--- src/rtl/countdown_timer_controller_core_assert.svh ---
// Assertion helpers shared by the timer controller RTL.
`ifndef COUNTDOWN_TIMER_CONTROLLER_CORE_ASSERT_SVH
`define COUNTDOWN_TIMER_CONTROLLER_CORE_ASSERT_SVH

// Immediate-consequence property, checked on every rising edge outside reset.
`define CTC_ASSERT(lbl, clk, rst_n, prop, msg) \
  lbl: assert property (@(posedge clk) disable iff (!rst_n) (prop)) else $error(msg);

// Property that compares against the value of the previous cycle.
`define CTC_ASSERT_NEXT(lbl, clk, rst_n, ante, cons, msg) \
  lbl: assert property (@(posedge clk) disable iff (!rst_n) (ante) |=> (cons)) \
    else $error(msg);

`endif

--- src/rtl/ctc_pkg.sv ---
package ctc_pkg;

  localparam int unsigned IN_W   = 8;
  localparam int unsigned OUT_W  = 56;

  localparam logic [2:0] EV_TICK  = 3'd0;
  localparam logic [2:0] EV_INC   = 3'd1;
  localparam logic [2:0] EV_DEC   = 3'd2;
  localparam logic [2:0] EV_START = 3'd3;
  localparam logic [2:0] EV_ABORT = 3'd4;

  localparam logic [2:0] CODE_IDLE  = 3'd0;
  localparam logic [2:0] CODE_SET   = 3'd1;
  localparam logic [2:0] CODE_STAT  = 3'd2;
  localparam logic [2:0] CODE_COUNT = 3'd3;
  localparam logic [2:0] CODE_PAUSE = 3'd4;

  localparam logic [3:0]  SUB_FULL     = 4'd10;
  localparam logic [3:0]  SUB_BEEP     = 4'd5;
  localparam logic [15:0] SECS_PER_MIN = 16'd60;

  typedef enum logic [4:0] {
    ST_IDLE  = 5'b00001,
    ST_SET   = 5'b00010,
    ST_STAT  = 5'b00100,
    ST_COUNT = 5'b01000,
    ST_PAUSE = 5'b10000
  } state_e;

  typedef enum logic [1:0] {
    RES_IGNORED = 2'd0,
    RES_HANDLED = 2'd1,
    RES_TRANS   = 2'd2
  } status_e;

  // Numeric code of a state as it appears on the result item.
  function automatic logic [2:0] state_code(state_e st);
    logic [2:0] code;
    unique case (st)
      ST_IDLE:  code = CODE_IDLE;
      ST_SET:   code = CODE_SET;
      ST_STAT:  code = CODE_STAT;
      ST_COUNT: code = CODE_COUNT;
      ST_PAUSE: code = CODE_PAUSE;
      default:  code = CODE_IDLE;
    endcase
    return code;
  endfunction

endpackage

--- src/rtl/countdown_timer_controller_core.sv ---
// Countdown timer controller with set, statistics, countdown and pause states.
// Input channel (s_axis): one item per timer event, carrying the event kind
// and the tenth-of-second count of a tick. Output channel (m_axis): exactly
// one result item per event with the new state code, remaining seconds,
// accumulated productive seconds, a beep pulse and a status code.
// Throughput is one item per clock cycle while the receiver takes results:
// the whole state update for an event is a single pass of small adders and
// compares between the input register and the result register. Each item
// passes through the input register and then the result register. The state
// registers advance when an item moves from the input register into the
// result register.
// When the receiver stalls, the result register holds its item and the input
// register can still take one more item; after that s_axis_tready drops
// until the result is taken. No item is lost or repeated.
// Reset (rst_ni low, asynchronous) empties both registers and returns the
// timer to idle with all counts at zero.
module countdown_timer_controller_core (
  input  logic                     clk_i,
  input  logic                     rst_ni,
  input  logic                     s_axis_tvalid,
  output logic                     s_axis_tready,
  // [2:0] mode, [6:3] subsecond, [7] zero
  input  logic [ctc_pkg::IN_W-1:0]  s_axis_tdata,
  output logic                     m_axis_tvalid,
  input  logic                     m_axis_tready,
  // [2:0] state_code, [18:3] remaining_seconds, [50:19] productive_seconds,
  // [51] beep, [53:52] status, [55:54] zero
  output logic [ctc_pkg::OUT_W-1:0] m_axis_tdata
);

  import ctc_pkg::*;

  `include "countdown_timer_controller_core_assert.svh"

  // Input register.
  logic       in_vld_q;
  logic [2:0] in_mode_q;
  logic [3:0] in_sub_q;

  // Timer state.
  state_e      st_q, st_d;
  logic [15:0] rem_q, rem_d;
  logic [15:0] run_q, run_d;
  logic [31:0] prod_q, prod_d;

  // Result register.
  logic        out_vld_q;
  logic [2:0]  out_code_q;
  logic [15:0] out_rem_q;
  logic [31:0] out_prod_q;
  logic        out_beep_q;
  status_e     out_status_q;

  logic        beep_d;
  status_e     status_d;
  logic        adv;
  logic [16:0] rem_add;
  logic [15:0] rem_sat;
  logic [32:0] prod_sum;

  // An item moves forward when the result register is empty or being drained.
  assign adv           = in_vld_q && (!out_vld_q || m_axis_tready);
  assign s_axis_tready = !in_vld_q || adv;

  always_ff @(posedge clk_i or negedge rst_ni) begin
    if (!rst_ni) begin
      in_vld_q <= 1'b0;
    end else if (s_axis_tvalid && s_axis_tready) begin
      in_vld_q <= 1'b1;
    end else if (adv) begin
      in_vld_q <= 1'b0;
    end
  end

  always_ff @(posedge clk_i) begin
    if (s_axis_tvalid && s_axis_tready) begin
      in_mode_q <= s_axis_tdata[2:0];
      in_sub_q  <= s_axis_tdata[6:3];
    end
  end

  // Adding a minute saturates at the top of the 16-bit counter.
  assign rem_add = {1'b0, rem_q} + {1'b0, SECS_PER_MIN};
  assign rem_sat = rem_add[16] ? 16'hFFFF : rem_add[15:0];

  always_comb begin
    st_d     = st_q;
    rem_d    = rem_q;
    run_d    = run_q;
    prod_d   = prod_q;
    beep_d   = 1'b0;
    status_d = RES_IGNORED;
    prod_sum = '0;

    unique case (st_q)
      ST_IDLE: begin
        priority case (in_mode_q)
          EV_TICK: begin
            if (in_sub_q == SUB_BEEP) begin
              beep_d   = 1'b1;
              status_d = RES_HANDLED;
            end
          end
          EV_START: begin
            st_d     = ST_STAT;
            status_d = RES_TRANS;
          end
          EV_INC: begin
            rem_d    = rem_sat;
            st_d     = ST_SET;
            status_d = RES_TRANS;
          end
          default: ;
        endcase
      end
      ST_SET: begin
        priority case (in_mode_q)
          EV_START: begin
            if (rem_q >= SECS_PER_MIN) begin
              st_d     = ST_COUNT;
              status_d = RES_TRANS;
            end
          end
          EV_ABORT: begin
            st_d     = ST_IDLE;
            status_d = RES_TRANS;
          end
          EV_INC: begin
            rem_d    = rem_sat;
            status_d = RES_HANDLED;
          end
          EV_DEC: begin
            if (rem_q >= SECS_PER_MIN) begin
              rem_d    = rem_q - SECS_PER_MIN;
              status_d = RES_HANDLED;
            end
          end
          default: ;
        endcase
      end
      ST_STAT: begin
        if (in_mode_q == EV_TICK && in_sub_q == SUB_FULL) begin
          st_d     = ST_IDLE;
          status_d = RES_TRANS;
        end
      end
      ST_COUNT: begin
        priority case (in_mode_q)
          EV_TICK: begin
            if (in_sub_q == SUB_FULL) begin
              if (rem_q != 16'd0) begin
                rem_d = rem_q - 16'd1;
                run_d = (run_q == 16'hFFFF) ? run_q : run_q + 16'd1;
              end
              if (rem_d == 16'd0) begin
                st_d     = ST_IDLE;
                status_d = RES_TRANS;
              end else begin
                status_d = RES_HANDLED;
              end
            end
          end
          EV_START: begin
            st_d     = ST_PAUSE;
            status_d = RES_TRANS;
          end
          EV_ABORT: begin
            st_d     = ST_IDLE;
            status_d = RES_TRANS;
          end
          default: ;
        endcase
      end
      ST_PAUSE: begin
        // Minute changes while paused report a transition but stay paused.
        priority case (in_mode_q)
          EV_START: begin
            st_d     = ST_COUNT;
            status_d = RES_TRANS;
          end
          EV_ABORT: begin
            st_d     = ST_IDLE;
            status_d = RES_TRANS;
          end
          EV_INC: begin
            rem_d    = rem_sat;
            status_d = RES_TRANS;
          end
          EV_DEC: begin
            if (rem_q >= SECS_PER_MIN) begin
              rem_d    = rem_q - SECS_PER_MIN;
              status_d = RES_TRANS;
            end
          end
          default: ;
        endcase
      end
      default: begin
        st_d = ST_IDLE;
      end
    endcase

    // Leaving the countdown banks the run's seconds, including a final tick.
    if (st_q == ST_COUNT && st_d != ST_COUNT) begin
      prod_sum = {1'b0, prod_q} + {17'd0, run_d};
      prod_d   = prod_sum[32] ? 32'hFFFF_FFFF : prod_sum[31:0];
      run_d    = 16'd0;
    end
    // Idle always carries empty remaining and run counts.
    if (st_d == ST_IDLE) begin
      rem_d = 16'd0;
      run_d = 16'd0;
    end
  end

  always_ff @(posedge clk_i or negedge rst_ni) begin
    if (!rst_ni) begin
      st_q   <= ST_IDLE;
      rem_q  <= 16'd0;
      run_q  <= 16'd0;
      prod_q <= 32'd0;
    end else if (adv) begin
      st_q   <= st_d;
      rem_q  <= rem_d;
      run_q  <= run_d;
      prod_q <= prod_d;
    end
  end

  always_ff @(posedge clk_i or negedge rst_ni) begin
    if (!rst_ni) begin
      out_vld_q <= 1'b0;
    end else if (adv) begin
      out_vld_q <= 1'b1;
    end else if (m_axis_tready) begin
      out_vld_q <= 1'b0;
    end
  end

  always_ff @(posedge clk_i) begin
    if (adv) begin
      out_code_q   <= state_code(st_d);
      out_rem_q    <= rem_d;
      out_prod_q   <= prod_d;
      out_beep_q   <= beep_d;
      out_status_q <= status_d;
    end
  end

  assign m_axis_tvalid = out_vld_q;
  assign m_axis_tdata  = {2'b00, out_status_q, out_beep_q, out_prod_q, out_rem_q, out_code_q};

  // The idle state never holds remaining or run seconds.
  `CTC_ASSERT(a_idle_clear, clk_i, rst_ni,
              (st_q != ST_IDLE) || (rem_q == 16'd0 && run_q == 16'd0),
              "idle state with nonzero counts")

  // Run seconds are only nonzero in the countdown or pause states.
  `CTC_ASSERT(a_run_in_count, clk_i, rst_ni,
              (run_q == 16'd0) || (st_q == ST_COUNT) || (st_q == ST_PAUSE),
              "run seconds outside countdown")

  // The productive total never goes down.
  `CTC_ASSERT_NEXT(a_prod_mono, clk_i, rst_ni, 1'b1, prod_q >= $past(prod_q),
                   "productive total decreased")

  // A beep is only reported as a handled event in idle.
  `CTC_ASSERT(a_beep_idle, clk_i, rst_ni,
              !(out_vld_q && out_beep_q) ||
              (out_code_q == CODE_IDLE && out_status_q == RES_HANDLED),
              "beep outside idle")

endmodule

--- config.mk ---
export PLATFORM = sky130hd
export DESIGN_NAME = countdown_timer_controller_core
export DESIGN_NICKNAME = d
export VERILOG_FILES = /design/src/rtl/ctc_pkg.sv /design/src/rtl/countdown_timer_controller_core.sv
export VERILOG_INCLUDE_DIRS = /design/src /design/src/rtl
export SDC_FILE = /design/constraint.sdc
export NUM_CORES = 1
export LEC_CHECK = 0
export ABC_AREA = 1
export BUFFER_PORTS_ARGS = -buffer_cell sky130_fd_sc_hd__clkbuf_2
export CORE_MARGIN = 2
export CORE_UTILIZATION = 50
export CTS_CLUSTER_SIZE = 25
export DETAILED_ROUTE_END_ITERATION = 10
export GPL_TIMING_DRIVEN = 0
export PLACE_DENSITY = 0.72
export SYNTH_ARGS = -nofsm -noshare
export SYNTH_HDL_FRONTEND = slang
export SYNTH_SLANG_ARGS = --single-unit
--- constraint.sdc ---
create_clock -name clk_i -period 4.45 [get_ports clk_i]
set_input_delay 0.445 -clock clk_i [delete_from_list [all_inputs] [get_ports clk_i]]
set_output_delay 0.445 -clock clk_i [all_outputs]
set_load 0.03 [all_outputs]
# After elaboration in Yosys (flattened, before gate mapping)
# Index checks and enable logic that the tools add are counted.
# classes
n_addsub,5
n_mul,0
n_div,0
magnitude_cmp,1
eq_ne,18
shift,0
mux,47
bitwise,0
n_reduce_logical,18
# ops
operator,count
$mux 16,17
$mux 32,2
$pmux 16 s3,1
$add 32x16->33,1
$pmux 16 s2,1
$pmux 5 s2,3
$pmux 5 s5,1
$mux 5,4
$add 16x6->17 const B,1
$add 16x1->16 const B,1
$eq 16x16->1 const B,1
$ge 16x6->1 const B,1
$logic_not 16->1,1
$reduce_bool 16->1,1
$sub 16x1->16 const B,1
$sub 16x6->16 const B,1
$pmux 5 s3,1
$pmux 2 s2,3
$pmux 3 s4,1
$eq 5x1->1 const B,2
$eq 5x2->1 const B,2
$eq 5x3->1 const B,2
$eq 5x4->1 const B,2
$eq 5x5->1 const B,2
other kinds (18),36
# totals
reg_bits,132
latch_bits,0
mem_bits_rw,0
rom_bits,0
inputBits,12
out_inout_bits,58
elab_cells,102
mem_count,0

# Logic depth before layout (Yosys ltp)
# Gate-level depths: netlist of the first run.
# depth
word_depth,14
depth_mapped,27
depth_no_buf,27

# Least setup slack after synthesis of the first run
# OpenSTA, ideal clock, no wires.
# synth_timing
path_type,reg-to-reg
startpoint,register rem_q[3]
endpoint,"register out_prod_q[10], data pin"
setup_time_ns,0.255
t_arrival_ns,3.649
required_ns,4.195
slack_ns,0.546
path_stages_with_launch,23
path_buffers,1
period_less_slack_ns,3.904
cell_sequence,dfrtp_1 > inv_1 > ha_1 > nand2_1 > nor2_1 > nand2_1 > inv_1 > nor2_4 > xor2_1 > ha_1 > fa_1 > nand3_1 > nand3_1 > a21boi_2 > o21ai_0 > nand2_1 > nand2_2 > nand2_2 > inv_2 > buf_4 > nor2_1 > nand3_2 > and2_1
# synth_via
elab_chain_len,13
elab_cells_between_ends,23
cone_classes,add/sub (2); order compare (1); eq/ne (1); mux (16); reduce/logical (3)
# synth_rtl
element,line_no,source
start: declaration,countdown_timer_controller_core.sv:42,"logic [15:0] rem_q, rem_d;"
start signal: assignment,countdown_timer_controller_core.sv:224,rem_q <= rem_d;
$sub 16x1->16 or $reduce_bool 16->1 (tied branches),"countdown_timer_controller_core.sv:152, countdown_timer_controller_core.sv:151",
$mux 16,countdown_timer_controller_core.sv:151,if (rem_q != 16'd0) begin
$mux 16,countdown_timer_controller_core.sv:150,if (in_sub_q == SUB_FULL) begin
$mux 16,countdown_timer_controller_core.sv:148,priority case (in_mode_q)
$mux 16,countdown_timer_controller_core.sv:95,unique case (st_q)
$logic_not 16->1,countdown_timer_controller_core.sv:155,if (rem_d == 16'd0) begin
$mux 5,countdown_timer_controller_core.sv:155,
$mux 5,countdown_timer_controller_core.sv:150,
$pmux 5 s3,countdown_timer_controller_core.sv:148,
$pmux 5 s5,countdown_timer_controller_core.sv:95,
$ne 5x4->1,countdown_timer_controller_core.sv:204,if (st_q == ST_COUNT && st_d != ST_COUNT) begin
$logic_and 1x1->1,countdown_timer_controller_core.sv:204,
$mux 32 *,countdown_timer_controller_core.sv:204,
net prod_d[10],countdown_timer_controller_core.sv:44,"logic [31:0] prod_q, prod_d;"
end signal: assignment,countdown_timer_controller_core.sv:244,out_prod_q <= prod_d;
end: declaration,countdown_timer_controller_core.sv:50,logic [31:0] out_prod_q;
# The timed path passes the listed nets; every way through them passes the cells marked *. The select of a mux whose other input is x is not followed.
# A chain may end at the register's enable or synchronous reset.

# Worst setup path in the final report of the first run
# layout_timing
startpoint,register rem_q[3]
endpoint,"register out_prod_q[7], data pin"
# Same word-level chain as after synthesis.

==> results.json, run 1 <==
{
  "synth_area_leaders": "edfxtp_1, dfrtp_1, nand2_1, nand3_1, inv_1",
  "cpPeakStageDelay_ns": 0.48,
  "finalHoldViolCount": 0,
  "tightest_slew_ns": 0.833,
  "sw_frac_of_total_pct": 47.7,
  "syn_area_sq_um": 10200,
  "drive_above_1_share_pct": 17.4,
  "antenna_found_initial": 0,
  "multi_input_area_sq_um": 5710,
  "p_switching_uw": 3030,
  "clock_skew_ns": 0.0117,
  "yosysUniqueCellTypes": 51,
  "slew_headroom_pct": 44.4,
  "synthSimpleGateAreaFrac_pct": 41.2,
  "rrSetupSlack_ns": 0.19,
  "synth_compound_area_share_pct": 7.75,
  "clock_latency_ns": 0.43,
  "intPower_uw": 3320,
  "min_path_cells": 1,
  "die_width_um": 147,
  "grt_usage_pct": 30.5,
  "r2r_end": "out_prod_q[7]",
  "clk_transition_reported_paths_ns": 0.06,
  "final_area_sq_um": 11700,
  "seqCellArea_sq_um": 3610,
  "io_pins": 70,
  "clock_power_share_pct": 22.0,
  "finalSetupViolations": 0,
  "critPathMaxFanout": 10,
  "grt_pass1_vias": 9253,
  "power_uw": 6360,
  "end_kind": "flip-flop",
  "path_common_cell": "inv_2",
  "initial_utilization_pct": 50.7,
  "post_drt_wl_per_cell_um": 17.6,
  "maxCapViolations": 0,
  "dr.pass1.iters": 5,
  "status": "finished clean",
  "clock_sinks": 132,
  "synth_edf_count": 61,
  "vdd_drop_max_v": 0.000288,
  "synth_top_family_by_area": "simple AND/OR/NAND/NOR gates",
  "startpoint": "rem_q[3]",
  "ys.flop_type": "dfrtp_1",
  "finalCriticalPeriod_ns": 4.26,
  "vias": 9909,
  "max_clock_freq_mhz": 235,
  "dieArea_sq_um": 21600,
  "grt_pass1_wl_mm": 50.8,
  "core_sq_um": 20200,
  "dp_hpwl_mm": 24.5,
  "cp_top_family": "simple AND/OR/NAND/NOR gates",
  "grt_max_degree": 64,
  "synthCells": 1452,
  "gp_congestion": 0.964,
  "r2r-start": "rem_q[3]",
  "drt_iter0_markers": 957,
  "pwr-share-seq_pct": 25.8,
  "areaGrowthSynthToFinish_pct": 14.0,
  "ys_ff_latch": 132,
  "cp-start-kind": "flip-flop",
  "cts-root-buf": "clkbuf_16",
  "worst_path_max_delay_cell": "dfrtp_2",
  "period_share_pct": 95.7,
  "fin_util_pct": 57.8,
  "synth_top_area_cell": "edfxtp_1",
  "combPwrFrac_pct": 52.1,
  "final_cell_mix": "nand2_1, inv_1, nor2_1",
  "htree_levels": 4,
  "grt-ovfl-total": 0,
  "viasPerCell": 5.41,
  "finalMaxSlewViolations": 0,
  "dpl_cell_area_sq_um": 10900,
  "powerDensity_nw_per_um2": 545,
  "rr_worst_depth": 22,
  "cp_cell_sequence": "inv_2 -> ha_2 -> nand2_2 -> nor2_4 -> nand2_1 -> inv_2 -> nor2_4 -> xor2_1 -> ha_1 -> fa_1 -> nand3_1 -> nand3_2 -> a21boi_2 -> o21ai_2 -> nand2_2 -> nand2_4 -> nand2_8 -> inv_2 -> buf_4 -> nor2_1 -> nand3_2 -> and2_1",
  "crit_required_ns": 4.64,
  "detail-route-antenna-nets": 0,
  "async_flop_share_pct": 53.8,
  "cts_tree": "done",
  "arrival_ns": 4.45,
  "n_fill_cell": 1979,
  "tns_ns": 0,
  "layout.nets": 1581,
  "path_buf_inv": 4,
  "synth.area.mux_share_pct": 0,
  "diodes": 0,
  "routed_wl_mm": 32.3,
  "crit_end": "out_prod_q[7]",
  "clk_path_buf_depth": 2,
  "cts_made_buffers": 17,
  "cp.depth": 22,
  "synthXorXnorAreaFrac_pct": 3.08,
  "synth_top_area_share_pct": 17.9,
  "rows": 52,
  "p_leak_uw": 0.00574,
  "yosysWarnings": 0,
  "synth-seq-area-share_pct": 35.3,
  "layout_commonest_cell": "nand2_1",
  "drc": 0,
  "avgSynthCellArea_sq_um": 7.05,
  "hold_class": "input pin to flip-flop",
  "io_buffers": 66,
  "synth_fa_ha_area_share_pct": 2.76,
  "worstSetupPathType": "flip-flop to flip-flop",
  "die_height_um": 147
}
## flip-flops by register name (all words and copies together), names as in the netlist
register       flops
in_mode_q          3
in_sub_q           4
in_vld_q           1
m_axis_tvalid      1
out_beep_q         1
out_code_q         3
out_prod_q        32
out_rem_q         16
out_status_q       2
prod_q            32
rem_q             16
run_q             16
st_q               5
## metrics by stage
step	worst slack, ns	cells	hold slack (ns)
CTS	0.0236	1825	0.173
finish	0.193	1830	0.185
floorplan	0.546	1453	0.149
global route	-0.00321	1830	0.179
detailed placement	-0.747	1790	0.439
global placement	-0.775	1789	0.495
## Yosys cell counts, types with 2 or more instances
library cell and n:
nand3_1 124, xnor2_1 8, nand3_2 26, nor2_1 127, o211ai_1 7, nor3_2 2, nor4_1 4, inv_1 160
nand2_1 465, ha_1 21, o21ai_1 3, buf_6 10, nor2_2 17, buf_12 3, inv_2 7, buf_2 13
o31ai_1 3, xor2_1 28, buf_4 11, dfrtp_1 70, clkbuf_1 12, o21ai_0 54, edfxtp_1 61, o22ai_1 3
nand2_2 22, nor2_4 15, nor3_1 22, or2_2 6, a21oi_1 58, and2_1 15, nand3b_1 7, nand2_4 7
nand4_1 35, buf_1 4, a21boi_2 2, a21o_1 5
## power groups by stage
stage                     clock network (uW)  registers (uW)  logic [uW]
after floorplan                            0            1820        2170
after global placement                     0            1660        3180
after detailed placement                   0            1660        3200
after CTS                               1410            1640        3230
after global routing                    1470            1660        3620
final                                   1400            1640        3310
## layout make-up
cell class / instances / area share, %
sequential: 132 / 31.0
timing repair buffer: 75 / 3.63
tap: 270 / 2.90
buffer: 53 / 3.26
clock inverter: 13 / 1.16
inverter: 167 / 5.37
multi-input combinational: 1101 / 48.9
clock buffer: 19 / 3.80
## layer usage
layer	vias to the layer above	share of wire [%]	global-route usage (%)
met2	348	44	45.8
li1	4875	-	-
met4	0	2.2	9.71
met5	-	0	0
met1	4638	47	44.8
met3	48	6.4	5.22
## cell families (layout without fill, tap and decap cells)
group                    Yosys count  count (layout)
flip-flops                       132             132
XOR/XNOR                          36              36
AO/OA/AOI/OAI                    143             143
adder cells (fa/ha/maj)           22              22
AND/OR/NAND/NOR                  898             898
buffers and inverters            220             327
other                              1               2
## worst min-delay path by stage
stage,start,end
global placement,prod_q[2],prod_q[2]
global route,s_axis_tdata[4],in_sub_q[1]
CTS,s_axis_tdata[4],in_sub_q[1]
finish,s_axis_tdata[4],in_sub_q[1]
detailed placement,rst_ni,rem_q[8]
floorplan,rst_ni,in_vld_q
## repair_timing
| item | 4_1_cts | 5_1_grt |
|---|---|---|
| gates resized for setup | 15 | 13 |
| setup endpoints to repair | 64 | 62 |
| endpoints found under the hold margin | 9 | 0 |
| hold buffers | 1 | 0 |
| buffers inserted | 2 | 5 |
| pin swaps | 2 | 3 |
Note: power is estimated with default switching activity, not from simulation.
==> inputs of run 2 (changes only) <==
--- a/config.mk
+++ b/config.mk
@@ -12,7 +12,7 @@
 export CORE_UTILIZATION = 50
 export CTS_CLUSTER_SIZE = 25
 export DETAILED_ROUTE_END_ITERATION = 10
-export GPL_TIMING_DRIVEN = 0
+export GPL_TIMING_DRIVEN = 1
 export PLACE_DENSITY = 0.72
 export SYNTH_ARGS = -nofsm -noshare
 export SYNTH_HDL_FRONTEND = slang
==> run 2 against run 1 <==
Clock power rose by 6%; sequential cell count is the same; combinational power hardly changed; critical path depth stayed put; sequential share of layout area grew 0.52 points; routed wire length fell by 7.5%; via count down 0.32%; worst setup slack gained 0.26 ns; largest power group unchanged.
==> results.json, run 2 (same netlist as run 1, synthesis figures left out) <==
{
  "status": "finished clean",
  "reg.largest.list": "out_prod_q: 32 flops, prod_q: 32 flops",
  "die_height_um": 147,
  "cpPeakStageDelay_ns": 0.40,
  "finalHoldViolCount": 0,
  "clk_transition_reported_paths_ns": 0.07,
  "final-instance-count-excl-fill": 1812,
  "period_share_pct": 89.8,
  "vias": 9877,
  "cp_top_family": "simple AND/OR/NAND/NOR gates",
  "drc": 0,
  "drive_above_1_share_pct": 16.3,
  "crit_required_ns": 4.64,
  "rsz0062_at_grt": "false",
  "diodes": 0,
  "antenna_found_initial": 0,
  "layout_commonest_cell": "nand2_1",
  "fin_util_pct": 56.8,
  "cp_cell_sequence": "inv_1 -> ha_1 -> nand2_1 -> nor2_1 -> nand2_1 -> nand3_1 -> nor2_1 -> nand2_1 -> nor2_1 -> nand2_1 -> nand2_1 -> nand3_1 -> ha_1 -> a21oi_1 -> o21ai_0 -> a21oi_1 -> nand2_2 -> nand2_2 -> inv_2 -> or2_2 -> nand3_1 -> nand2_1",
  "p_leak_uw": 0.00569,
  "clock_skew_ns": 0.0131,
  "cts_resized": 0,
  "grt_max_degree": 72,
  "powerDensity_nw_per_um2": 562,
  "path_buf_inv": 2,
  "p_switching_uw": 3070,
  "finalMaxSlewViolations": 0,
  "setup_ws_ns": 0.456,
  "dp.cells": 1780,
  "initial_utilization_pct": 50.7,
  "max_clock_freq_mhz": 250,
  "routed_wl_mm": 29.9,
  "final_cell_mix": "nand2_1, inv_1, nor2_1",
  "dp_worst_setup_slack_ns": 0.518,
  "gp_congestion": 0.972,
  "grt-ovfl-total": 0,
  "intPower_uw": 3370,
  "core_sq_um": 20200,
  "layout.nets": 1563,
  "grt_pass1_vias": 9159,
  "r2r-start": "rem_q[0]",
  "finalCriticalPeriod_ns": 3.99,
  "cts_tree": "done",
  "arrival_ns": 4.18,
  "io_buffers": 66,
  "clock_power_share_pct": 23.0,
  "tightest_slew_ns": 0.994,
  "r2r_end": "out_prod_q[1]",
  "dieArea_sq_um": 21600,
  "tns_ns": 0,
  "cp-start-kind": "flip-flop",
  "maxCapViolations": 0,
  "slew_headroom_pct": 33.8,
  "detail-route-antenna-nets": 0,
  "cts_made_buffers": 17,
  "rows": 52,
  "hold_class": "input pin to asynchronous set/reset pin",
  "path_common_cell": "nand2_1",
  "vdd_drop_max_v": 0.000386,
  "die_width_um": 147,
  "sw_frac_of_total_pct": 47.7,
  "grt_usage_pct": 28.2,
  "areaGrowthSynthToFinish_pct": 12.0,
  "io_pins": 70,
  "worstSetupPathType": "flip-flop to flip-flop",
  "end_kind": "flip-flop",
  "htree_levels": 4,
  "cts-hold-fix-buffers": 0,
  "n_fill_cell": 1933,
  "drt_iter0_markers": 786,
  "post_drt_wl_per_cell_um": 16.5,
  "finalSetupViolations": 0,
  "worst_path_max_delay_cell": "dfrtp_1",
  "post_cts.repair.setup_buffers": 0,
  "critPathMaxFanout": 15,
  "rr_worst_depth": 22,
  "pwr-share-seq_pct": 25.5,
  "dr.pass1.iters": 8,
  "clock_sinks": 132,
  "viasPerCell": 5.45,
  "dp_hpwl_mm": 21.7,
  "clock_latency_ns": 0.43,
  "rrSetupSlack_ns": 0.46,
  "grt_pass1_wl_mm": 48.2,
  "cts-root-buf": "clkbuf_16",
  "combPwrFrac_pct": 51.5,
  "clk_path_buf_depth": 2
}
[run 2: metal layers]
metal / track usage (%) / routed length (um) / vias up
met4: 11.3 / 831 / 0
li1: - / - / 4836
met5: 0 / 0 / -
met3: 3.66 / 1850 / 61
met1: 40.8 / 13800 / 4624
met2: 42.9 / 13400 / 356
[run 2: final cells by class]
type | instances | area, sq um | area share [%]
clock buffer | 18 | 429 | 3.74
multi-input combinational | 1101 | 5620 | 49.0
timing repair buffer | 110 | 663 | 5.79
clock inverter | 14 | 173 | 1.51
tap | 270 | 338 | 2.95
inverter | 167 | 629 | 5.49
sequential | 132 | 3610 | 31.5
[run 2: how the worst max path moves through the flow]
stage | start | to | cells past startpoint
after CTS | rem_q[2] | out_prod_q[4] | 21
after detailed placement | rem_q[2] | out_prod_q[1] | 21
final | rem_q[0] | out_prod_q[1] | 22
after global routing | rem_q[0] | prod_q[1] | 24
after floorplan | rem_q[3] | out_prod_q[10] | 22
after global placement | rem_q[3] | out_prod_q[1] | 21
[run 2: power by group through the flow]
stage | clock network, uW | registers (uW) | logic [uW]
2_1_floorplan | 0 | 1820 | 2170
3_3_place_gp | 0 | 1660 | 3210
3_5_place_dp | 0 | 1660 | 3220
4_1_cts | 1510 | 1640 | 3240
5_1_grt | 1550 | 1660 | 3610
6_report | 1480 | 1640 | 3320
[run 2: stage by stage]
stage	total power, uW	hold slack, ns	area, sq um
after CTS	6390	0.177	11500
after floorplan	3990	0.149	10200
final	6450	0.144	11500
after detailed placement	4890	0.503	10900
after global routing	6820	0.183	11500
after global placement	4860	0.499	10900
[run 2: worst reg2reg max path: stages (launching register included)]
cell,delay [ns]
dfrtp_1,0.40
inv_1,0.08
ha_1,0.24
nand2_1,0.11
nor2_1,0.07
nand2_1,0.12
nand3_1,0.08
nor2_1,0.21
nand2_1,0.12
nor2_1,0.13
nand2_1,0.07
nand2_1,0.05
nand3_1,0.12
ha_1,0.39
a21oi_1,0.23
o21ai_0,0.19
a21oi_1,0.32
nand2_2,0.11
nand2_2,0.10
inv_2,0.14
or2_2,0.31
nand3_1,0.08
nand2_1,0.07
==> inputs of run 3 (changes only) <==
--- a/config.mk
+++ b/config.mk
@@ -14,6 +14,7 @@
 export DETAILED_ROUTE_END_ITERATION = 10
 export GPL_TIMING_DRIVEN = 1
 export PLACE_DENSITY = 0.72
+export RECOVER_POWER = 25
 export SYNTH_ARGS = -nofsm -noshare
 export SYNTH_HDL_FRONTEND = slang
 export SYNTH_SLANG_ARGS = --single-unit
==> run 3 against run 2 <==
The run now ends with capacitance limit, slew limit left; hold slack better by 0.046 ns; register-to-register slack hardly changed; via count hardly changed; worst setup slack hardly changed; first-iteration DRC count stayed put; clock power hardly changed; clock skew stayed put; die area stayed put; largest cell class unchanged.
==> results.json, run 3 (same netlist as run 1, synthesis figures left out) <==
{
  "drt_iter0_markers": 786,
  "tightest_slew_ns": 1.94,
  "worst_path_max_delay_cell": "dfrtp_1",
  "path_common_cell": "nand2_1",
  "dp_hpwl_mm": 21.7,
  "grt_pass1_wl_mm": 48.2,
  "io_buffers": 66,
  "cts-root-buf": "clkbuf_16",
  "powerDensity_nw_per_um2": 563,
  "setup_ws_ns": 0.456,
  "vdd_drop_max_v": 0.000386,
  "critPathMaxFanout": 15,
  "clock_skew_ns": 0.0131,
  "viasPerCell": 5.45,
  "antenna_found_initial": 0,
  "cts_tree": "done",
  "routed_wl_mm": 29.9,
  "worstSetupPathType": "flip-flop to flip-flop",
  "dieArea_sq_um": 21600,
  "post_cts.repair.setup_buffers": 0,
  "drc": 0,
  "rsz0062_at_grt": "false",
  "rows": 52,
  "failed_checks": "capacitance limit, slew limit",
  "die_height_um": 147,
  "finalSetupViolations": 0,
  "slew_headroom_pct": -29.4,
  "path_buf_inv": 2,
  "gp_congestion": 0.972,
  "initial_utilization_pct": 50.7,
  "hold_class": "input pin to flip-flop",
  "dr.pass1.iters": 8,
  "clock_latency_ns": 0.43,
  "vias": 9880,
  "arrival_ns": 4.18,
  "clk_path_buf_depth": 2,
  "grt_usage_pct": 28.2,
  "reg.largest.list": "out_prod_q: 32 flops, prod_q: 32 flops",
  "htree_levels": 4,
  "cts_resized": 0,
  "grt-ovfl-total": 0,
  "diodes": 0,
  "grt_max_degree": 72,
  "max_clock_freq_mhz": 250,
  "final_area_sq_um": 11500,
  "clk_transition_reported_paths_ns": 0.07,
  "clock_sinks": 132,
  "cp_cell_sequence": "inv_1 -> ha_1 -> nand2_1 -> nor2_1 -> nand2_1 -> nand3_1 -> nor2_1 -> nand2_1 -> nor2_1 -> nand2_1 -> nand2_1 -> nand3_1 -> ha_1 -> a21oi_1 -> o21ai_0 -> a21oi_1 -> nand2_2 -> nand2_2 -> inv_2 -> or2_2 -> nand3_1 -> nand2_1",
  "end_kind": "flip-flop",
  "cts-hold-fix-buffers": 0,
  "p_leak_uw": 0.00569,
  "status": "complete, but fails checks",
  "crit_required_ns": 4.64,
  "finalHoldViolCount": 0,
  "fin_util_pct": 56.8,
  "maxCapViolations": 1,
  "detail-route-antenna-nets": 0,
  "io_pins": 70,
  "finalCriticalPeriod_ns": 3.99,
  "dpl_cell_area_sq_um": 10900,
  "layout_commonest_cell": "nand2_1",
  "cts_made_buffers": 17,
  "power_uw": 6450,
  "areaGrowthSynthToFinish_pct": 12.0,
  "cpPeakStageDelay_ns": 0.40,
  "post_drt_wl_per_cell_um": 16.5,
  "cp_top_family": "simple AND/OR/NAND/NOR gates",
  "drive_above_1_share_pct": 16.3,
  "cp-start-kind": "flip-flop",
  "core_sq_um": 20200,
  "final_cell_mix": "nand2_1, inv_1, nor2_1",
  "die_width_um": 147,
  "dp_worst_setup_slack_ns": 0.518,
  "finalMaxSlewViolations": 72,
  "period_share_pct": 89.8,
  "grt_pass1_vias": 9159,
  "layout.nets": 1563,
  "tns_ns": 0
}
==> run 3: changes by cell type in the layout (fill, tap and decap cells not counted) <==
cell | previous run | this run
clkbuf_2 | 65 | 66
buf_4 | 45 | 44
==> run 3: layout make-up <==
type | instances | area (sq um)
tap | 270 | 338
inverter | 167 | 629
clock inverter | 14 | 173
clock buffer | 18 | 429
sequential | 132 | 3610
multi-input combinational | 1101 | 5620
fill | 1933 | 8710
timing repair buffer | 110 | 661
==> run 3: routing by layer <==
layer,vias to the layer above,GRT usage (%),part of all wire (%)
met4,0,11.3,2.8
met5,-,0,0
li1,4836,-,-
met1,4623,40.8,46
met2,360,42.9,45
met3,61,3.66,6.2
==> run 3: where the power goes <==
group / switching, uW / internal (uW) / total [uW] / leakage [uW]
sequential: 128 / 1520 / 1640 / 0.00159
clock: 593 / 890 / 1480 / 0.000299
combinational: 2350 / 966 / 3320 / 0.00380
total: 3070 / 3370 / 6450 / 0.00569
==> run 3: final timing paths <==
check                           slack (ns)            end  cells past startpoint            start
worst max register to register        0.46  out_prod_q[1]                     22         rem_q[0]
worst max-delay path                  0.46  out_prod_q[1]                     22         rem_q[0]
worst min register to register        0.52      prod_q[2]                      2        prod_q[2]
min in group asynchronous             0.52       rem_q[8]                      1           rst_ni
worst min-delay path                  0.19    in_sub_q[0]                      1  s_axis_tdata[3]
max in group asynchronous             2.73      run_q[13]                      1           rst_ni
==> run 3: worst register-to-register path, delay by kind of cell (launching register included) <==
| kind | cells | cell delay [ns] |
|---|---|---|
| simple gates | 15 | 1.75 |
| compound gates | 3 | 0.74 |
| fa+ha+maj | 2 | 0.63 |
| flops | 1 | 0.40 |
| buf+inv | 2 | 0.22 |
==> run 3: per-stage QoR <==
step                std cells  hold slack [ns]
floorplan                1453            0.149
global placement         1780            0.499
detailed placement       1780            0.503
CTS                      1812            0.177
global route             1812            0.183
finish                   1812            0.190
